[config.mk]
export PLATFORM = sky130hd
export DESIGN_NAME = keyed_deque_store_top
export DESIGN_NICKNAME = d
export VERILOG_FILES = /design/src/rtl/kds_pkg.sv /design/src/rtl/kds_cell.sv /design/src/rtl/keyed_deque_store_top.sv
export SDC_FILE = /design/constraint.sdc
export NUM_CORES = 2
export LEC_CHECK = 0
export BUFFER_PORTS_ARGS = -buffer_cell sky130_fd_sc_hd__buf_2
export CAP_MARGIN = 20
export CORE_AREA = 4 4 543 545
export DETAILED_ROUTE_END_ITERATION = 8
export DIE_AREA = 0 0 547 549
export GPL_ROUTABILITY_DRIVEN = 0
export PLACE_DENSITY_LB_ADDON = 0.3
export SETUP_SLACK_MARGIN = 0.02
export SYNTH_ARGS = -nofsm -noshare
export SYNTH_HDL_FRONTEND = slang
export SYNTH_SLANG_ARGS = --single-unit
export TNS_END_PERCENT = 10
[constraint.sdc]
create_clock -name clock -period 8.8 [get_ports clock]
set_clock_uncertainty 0.1 [all_clocks]
set_input_delay 0.44 -clock clock [delete_from_list [all_inputs] [get_ports clock]]
set_output_delay 0.44 -clock clock [all_outputs]
set_load 0.02 [all_outputs]
[src/rtl/kds_pkg.sv]
// ----------------------------------------------------------------------------
// kds_pkg: shared types and codes for the keyed deque store
// Operation and status codes, field widths and the control bundle that the
// top level broadcasts to every storage cell.
// ----------------------------------------------------------------------------
`default_nettype none

package kds_pkg;

   localparam int MODE_W = 2;
   localparam int KEY_W = 32;
   localparam int DATA_W = 64;
   localparam int STATUS_W = 2;
   localparam int DEFAULT_CAPACITY = 16;

   // operation codes
   localparam logic [MODE_W-1:0] MODE_APPEND = 2'd0;
   localparam logic [MODE_W-1:0] MODE_PUSH = 2'd1;
   localparam logic [MODE_W-1:0] MODE_POP = 2'd2;
   localparam logic [MODE_W-1:0] MODE_DELETE = 2'd3;

   // status codes
   localparam logic [STATUS_W-1:0] STATUS_OK = 2'd0;
   localparam logic [STATUS_W-1:0] STATUS_EMPTY = 2'd1;
   localparam logic [STATUS_W-1:0] STATUS_NOT_FOUND = 2'd2;
   localparam logic [STATUS_W-1:0] STATUS_FULL = 2'd3;

   // broadcast to every cell
   typedef struct packed {
      logic              apply;
      logic [MODE_W-1:0] mode;
      logic [KEY_W-1:0]  key;
      logic [DATA_W-1:0] data;
      logic              full;
      logic              empty;
   } ctl_type;

endpackage

`default_nettype wire

[src/rtl/kds_cell.sv]
// ----------------------------------------------------------------------------
// kds_cell: one slot of the keyed deque store
// Holds a key and a payload, compares its key against the broadcast key and
// loads from the request, its left neighbor or its right neighbor.
// ----------------------------------------------------------------------------
`default_nettype none

module kds_cell
   import kds_pkg::*;
#(
   parameter int CAPACITY = DEFAULT_CAPACITY,
   parameter int POSITION = 0,
   localparam int FILL_W = $clog2(CAPACITY + 1)
) (
   input  wire logic              clock,
   input  wire ctl_type           ctl,
   input  wire logic [FILL_W-1:0] fill,
   input  wire logic [KEY_W-1:0]  left_key,
   input  wire logic [DATA_W-1:0] left_data,
   input  wire logic [KEY_W-1:0]  right_key,
   input  wire logic [DATA_W-1:0] right_data,
   input  wire logic              seen_in,
   output logic [KEY_W-1:0]       key,
   output logic [DATA_W-1:0]      data,
   output logic                   seen_out
);

   localparam logic [FILL_W-1:0] POS_CODE = FILL_W'(POSITION);

   logic [KEY_W-1:0]  key_ff, key_in;
   logic [DATA_W-1:0] data_ff, data_in;
   logic              occupied;
   logic              hit;
   logic              load_req;
   logic              load_left;
   logic              load_right;

   always_comb begin
      occupied = POS_CODE < fill;
      hit = occupied && (key_ff == ctl.key);
      // match seen at this slot or anywhere nearer the front
      seen_out = seen_in | hit;

      load_req = 1'b0;
      load_left = 1'b0;
      load_right = 1'b0;
      case (ctl.mode)
         MODE_APPEND: begin
            load_req = !ctl.full && (fill == POS_CODE);
         end
         MODE_PUSH: begin
            load_req = !ctl.full && (POS_CODE == '0);
            load_left = !ctl.full && (POS_CODE != '0);
         end
         MODE_POP: begin
            load_right = !ctl.empty;
         end
         MODE_DELETE: begin
            // slots from the first match on close the gap
            load_right = seen_out;
         end
         default: begin
            load_req = 1'b0;
         end
      endcase

      key_in = key_ff;
      data_in = data_ff;
      if (ctl.apply) begin
         if (load_req) begin
            key_in = ctl.key;
            data_in = ctl.data;
         end else if (load_left) begin
            key_in = left_key;
            data_in = left_data;
         end else if (load_right) begin
            key_in = right_key;
            data_in = right_data;
         end
      end
   end

   always_ff @(posedge clock) begin
      key_ff <= key_in;
      data_ff <= data_in;
   end

   assign key = key_ff;
   assign data = data_ff;

endmodule

`default_nettype wire

[src/rtl/keyed_deque_store_top.sv]
// ----------------------------------------------------------------------------
// keyed_deque_store_top: ordered record store with deque and keyed delete
// A row of storage cells, slot 0 at the front. Append, push, pop and delete
// by key each take one transaction and give one response transaction.
// ----------------------------------------------------------------------------
//
//  channel  direction  ports                                    transaction
//  req      in         req_mode, req_rec_id, req_rec_data       one operation
//  rsp      out        rsp_out_id, rsp_out_data, rsp_status     one result
//
//  every cell compares and shifts in the accept cycle
//  and the result is registered at the accepting edge
//  a request is taken in the same cycle the pending response leaves, so back
//  to back operations run at one per cycle while rsp_ready stays high
//  reset clears the fill count and response valid; slots are written before read
//  req_ready is low in reset and while a response waits with rsp_ready low
//
`default_nettype none

module keyed_deque_store_top
   import kds_pkg::*;
#(
   parameter int CAPACITY = DEFAULT_CAPACITY
) (
   input  wire logic                clock,
   input  wire logic                reset,
   input  wire logic                req_valid,
   output logic                     req_ready,
   input  wire logic [MODE_W-1:0]   req_mode,
   input  wire logic [KEY_W-1:0]    req_rec_id,
   input  wire logic [DATA_W-1:0]   req_rec_data,
   output logic                     rsp_valid,
   input  wire logic                rsp_ready,
   output logic [KEY_W-1:0]         rsp_out_id,
   output logic [DATA_W-1:0]        rsp_out_data,
   output logic [STATUS_W-1:0]      rsp_status
);

   localparam int FILL_W = $clog2(CAPACITY + 1);
   localparam logic [FILL_W-1:0] FULL_CODE = FILL_W'(CAPACITY);

   // fill count: number of records held, front is slot 0
   logic [FILL_W-1:0]   fill_ff, fill_in;
   // response register
   logic                rsp_valid_ff, rsp_valid_in;
   logic [KEY_W-1:0]    rsp_id_ff, rsp_id_in;
   logic [DATA_W-1:0]   rsp_data_ff, rsp_data_in;
   logic [STATUS_W-1:0] rsp_status_ff, rsp_status_in;

   logic                accept;
   logic                found;
   ctl_type             ctl;

   logic [KEY_W-1:0]    cell_key [CAPACITY];
   logic [DATA_W-1:0]   cell_data [CAPACITY];
   logic [CAPACITY:0]   seen;

   // no transaction is taken while reset is high
   assign req_ready = !reset && (!rsp_valid_ff || rsp_ready);
   assign accept = req_valid && req_ready;

   // broadcast bundle for the cells
   always_comb begin
      ctl.apply = accept;
      ctl.mode = req_mode;
      ctl.key = req_rec_id;
      ctl.data = req_rec_data;
      ctl.full = fill_ff == FULL_CODE;
      ctl.empty = fill_ff == '0;
   end

   // match chain enters empty at the front
   assign seen[0] = 1'b0;

   for (genvar i = 0; i < CAPACITY; i++) begin : g_cell
      logic [KEY_W-1:0]  left_key, right_key;
      logic [DATA_W-1:0] left_data, right_data;

      if (i == 0) begin : g_front
         // a push loads slot 0 from the request directly
         assign left_key = req_rec_id;
         assign left_data = req_rec_data;
      end else begin : g_inner_left
         assign left_key = cell_key[i-1];
         assign left_data = cell_data[i-1];
      end

      if (i == CAPACITY - 1) begin : g_back
         // last slot drops out of the count when the row shifts forward
         assign right_key = cell_key[i];
         assign right_data = cell_data[i];
      end else begin : g_inner_right
         assign right_key = cell_key[i+1];
         assign right_data = cell_data[i+1];
      end

      kds_cell #(
         .CAPACITY (CAPACITY),
         .POSITION (i)
      ) u_cell (
         .clock      (clock),
         .ctl        (ctl),
         .fill       (fill_ff),
         .left_key   (left_key),
         .left_data  (left_data),
         .right_key  (right_key),
         .right_data (right_data),
         .seen_in    (seen[i]),
         .key        (cell_key[i]),
         .data       (cell_data[i]),
         .seen_out   (seen[i+1])
      );
   end

   // a match anywhere in the occupied part of the row
   assign found = seen[CAPACITY];

   // fill count and response for the accepted operation
   always_comb begin
      fill_in = fill_ff;
      rsp_valid_in = rsp_valid_ff && !rsp_ready;
      rsp_id_in = rsp_id_ff;
      rsp_data_in = rsp_data_ff;
      rsp_status_in = rsp_status_ff;

      if (accept) begin
         rsp_valid_in = 1'b1;
         rsp_id_in = '0;
         rsp_data_in = '0;
         rsp_status_in = STATUS_OK;
         case (req_mode)
            MODE_APPEND, MODE_PUSH: begin
               if (ctl.full) begin
                  rsp_status_in = STATUS_FULL;
               end else begin
                  fill_in = fill_ff + FILL_W'(1);
               end
            end
            MODE_POP: begin
               if (ctl.empty) begin
                  rsp_status_in = STATUS_EMPTY;
               end else begin
                  // front record leaves before the row shifts
                  rsp_id_in = cell_key[0];
                  rsp_data_in = cell_data[0];
                  fill_in = fill_ff - FILL_W'(1);
               end
            end
            MODE_DELETE: begin
               if (found) begin
                  fill_in = fill_ff - FILL_W'(1);
               end else begin
                  rsp_status_in = STATUS_NOT_FOUND;
               end
            end
            default: begin
               rsp_status_in = STATUS_OK;
            end
         endcase
      end
   end

   always_ff @(posedge clock) begin
      if (reset) begin
         fill_ff <= '0;
         rsp_valid_ff <= 1'b0;
      end else begin
         fill_ff <= fill_in;
         rsp_valid_ff <= rsp_valid_in;
      end
      rsp_id_ff <= rsp_id_in;
      rsp_data_ff <= rsp_data_in;
      rsp_status_ff <= rsp_status_in;
   end

   assign rsp_valid = rsp_valid_ff;
   assign rsp_out_id = rsp_id_ff;
   assign rsp_out_data = rsp_data_ff;
   assign rsp_status = rsp_status_ff;

`ifndef SYNTHESIS
   // the count never passes the capacity
   a_fill_bound : assert property (@(posedge clock) disable iff (reset)
      fill_ff <= FULL_CODE)
      else $error("fill count above capacity");

   // a pop on an empty store answers empty
   a_pop_empty : assert property (@(posedge clock) disable iff (reset)
      accept && (req_mode == MODE_POP) && (fill_ff == '0)
      |=> rsp_valid && (rsp_status == STATUS_EMPTY) && (fill_ff == '0))
      else $error("pop on empty store mishandled");

   // an accepted insert into a store with room grows the count by one
   a_insert_grows : assert property (@(posedge clock) disable iff (reset)
      accept && ((req_mode == MODE_APPEND) || (req_mode == MODE_PUSH))
      && (fill_ff != FULL_CODE)
      |=> (fill_ff == $past(fill_ff) + FILL_W'(1)) && (rsp_status == STATUS_OK))
      else $error("insert did not grow the store");

   // record fields are zero in every response with a failed status
   a_zero_fields : assert property (@(posedge clock) disable iff (reset)
      rsp_valid && (rsp_status != STATUS_OK)
      |-> (rsp_out_id == '0) && (rsp_out_data == '0))
      else $error("record fields set on a failed operation");
`endif

endmodule

`default_nettype wire
==> impl_results.md <==
- Status: finished with violations
- Failing checks: max-slew violations
- Final WL: 284000 um
- Setup bufs post-CTS: 0
- Fraction of layout cells with a size suffix above 1: 0.0919
- Setup violators final: 0
- Slew @ Worst Pin: 1.56 ns
- Hold Path Class: primary input to flop
- CP dominant cell by count: buf_4
- Area share of the leading cell type in the synthesized netlist: 0.566
- Gr usage total: 0.180
- I/O Pins: 202
- Pwr Total: 18.7 mW
- FP Rows: 198
- Setup WS pre-CTS: 3.23 ns
- DR DRC count: 0
- Fillers: 29400
- Vias per cell: 5.33
- Post-synth EDFFs: 1634
- Max stage delay cell, worst path: buf_4
- Leakage Power: 34.2 nW
- Number of global-route vias before repair: 64800
- Clk sinks: 1640
- Clock transition at path regs: 0.06 ns
- Unique cell type count in the Yosys netlist: 67
- Largest net degree at the start of global routing: 233
- Worst rel slew slack: -0.0411
- Clk root buf: clkbuf_16
- Post-Syn Area: 86700 um^2
- Worst EP required: 9.39 ns
- Initial Util: 0.299
- Port bufs: 201
- Syn_nets: 9208
- Final Slew Violations: 67
- WP buf/inv: 4
- Ys flop type: edfxtp_1
- VDD IR max: 146 uV
- Die Span Y: 549 um
- Fin crit period: 5.77 ns
- H-tree depth: 4
- Most common cell after layout, fill and taps aside: nand2_1
- Fin crit share: 0.655
- Crit path max fanout: 188
- Seq cells post-synth: 1640
- Drt first pass iters: 9
- Via count: 68800
- CP cell instances: inv_1, ha_1, nand3_1, and3b_4, buf_4, buf_12, buf_4, nand2_1, a31oi_1
- Core Util, Final: 0.334
- Commonest non-fill, non-tap cells in the layout: 2723 x nand2_1, 1634 x edfxtp_1, 1367 x nor2_1
- Remaining antenna violation count: 0
- Worst-Skew Late Latency: 0.89 ns
- Post-synthesis instance total: 9101
- Pwr Density: 194 nW/um^2
- Max_cap viols: 0
- Global-route wire length before repair: 423000 um
- TritonCTS clock tree: built
- Delay-heaviest family, CP: buffers and inverters
- Final Hold Viols: 0
- Kind of end point of the critical path: flop
- Area grow syn2layout: 11.6%
- CTS Buffer Depth: 4
- Chip width: 547 um
- CP Class: flop to flop
- DR iter-0 viols: 8123
- CP max stage delay: 0.95 ns
- Congestion Overflow GR: 0
- Startpoint Class: flop
- Core area: 290000 um^2
- Final worst-path setup slack: 3.03 ns
- Area contributors post-synth: edfxtp_1 57%, nand2_1 12%, a31oi_1 9.8%, nor2_1 5.9%, xor2_1 3.2%
- Max frequency: 173 MHz
- Post-DP HPWL: 176000 um
- TNS Setup: 0 ns
- Warnings, synthesis: 0
- Post-synth ARST share: 0
- Routed WL per cell: 22.0 um
- Final nets: 8964
- RSZ-0062 raised after global routing: false
- TritonCTS Buffers: 196
- Post-CTS sizing: 0
- Critical path arrival: 6.36 ns
- Initial antenna violation count: 21
- Hold_ws: 0.0673 ns
- Die area: 300000 um^2
- Seq/Total Area, Yosys: 0.567
- Syn avg cell area: 9.53 um^2
- Area leader, netlist: edfxtp_1
-- synth_stat cells, types with 73 or more instances --
cell type	number
nand2_1	2727
edfxtp_1	1634
nor2_1	1369
a31oi_1	1358
clkbuf_1	623
xor2_1	315
xnor2_1	197
mux2_2	192
buf_2	110
nor4_1	104
and2_1	98
nand4_1	73
-- cell type report --
| cell class | count | area, um^2 | share of cell area |
|---|---|---|---|
| antenna | 10 | 25.0 | 0.000259 |
| tap | 3900 | 4880 | 0.0504 |
| sequential | 1640 | 49200 | 0.508 |
| inverter | 4 | 20.0 | 0.000207 |
| multi-input combinational | 6624 | 33900 | 0.351 |
| clock inverter | 104 | 795 | 0.00821 |
| clock buffer | 243 | 5120 | 0.0530 |
| timing repair buffer | 391 | 2810 | 0.0290 |
-- path summary, 6_finish.rpt --
| path | startpoint | to | slack [ns] | cells after the start |
|---|---|---|---|---|
| setup / recovery | fill_ff[0]$_SDFFE_PP0P_ | g_cell[3].u_cell.data[58]$_DFFE_PP_ | 3.03 | 9 |
| hold / removal | req_rec_data[35] | g_cell[2].u_cell.data[35]$_DFFE_PP_ | 0.07 | 3 |
| setup reg to reg | fill_ff[0]$_SDFFE_PP0P_ | g_cell[3].u_cell.data[58]$_DFFE_PP_ | 3.03 | 9 |
| hold reg to reg | g_cell[0].u_cell.data[29]$_DFFE_PP_ | rsp_out_data[29]$_SDFFCE_PP0P_ | 0.44 | 1 |
-- report_power, final --
part | internal, mW | switching (mW)
Combinational | 0.576 | 1.27
Sequential | 8.93 | 0.174
Clock | 4.43 | 3.34
-- cells by family after synthesis --
group	synth area share
AO/OA/AOI/OAI	0.102
XOR/XNOR	0.0521
adder cells (fa/ha/maj)	0.000721
buffers and inverters	0.0455
flip-flops	0.567
multiplexers	0.0249
AND/OR/NAND/NOR	0.208
-- metal layers --
metal	global-route usage	wire, um
met1	0.254	122000
met2	0.275	124000
met3	0.0280	24400
met4	0.0786	13400
met5	0	24
-- flip-flops by register name (all words and copies together), names as in the netlist --
register            cells
fill_ff                 5
g_cell.u_cell.data   1024
g_cell.u_cell.key     512
rsp_out_data           64
rsp_out_id             32
rsp_status              2
rsp_valid               1
-- timing repair --
action                                  in CTS  in global routing
endpoints found under the setup margin       0                  0
hold buffers                                58                  0
hold endpoints to repair                   562                  0
-- tightest hold or removal path, stage by stage --
cell,delay [ns]
buf_2,0.21
nor2_1,0.14
a31oi_1,0.04
-- through the flow --
step	cell area, um^2	cells
6_report	96800	12900
5_1_grt	96700	12900
4_1_cts	96700	12900
3_5_place_dp	90200	12500
3_3_place_gp	90200	12500
2_1_floorplan	86700	9101
Power figures use the tool's default switching activity.
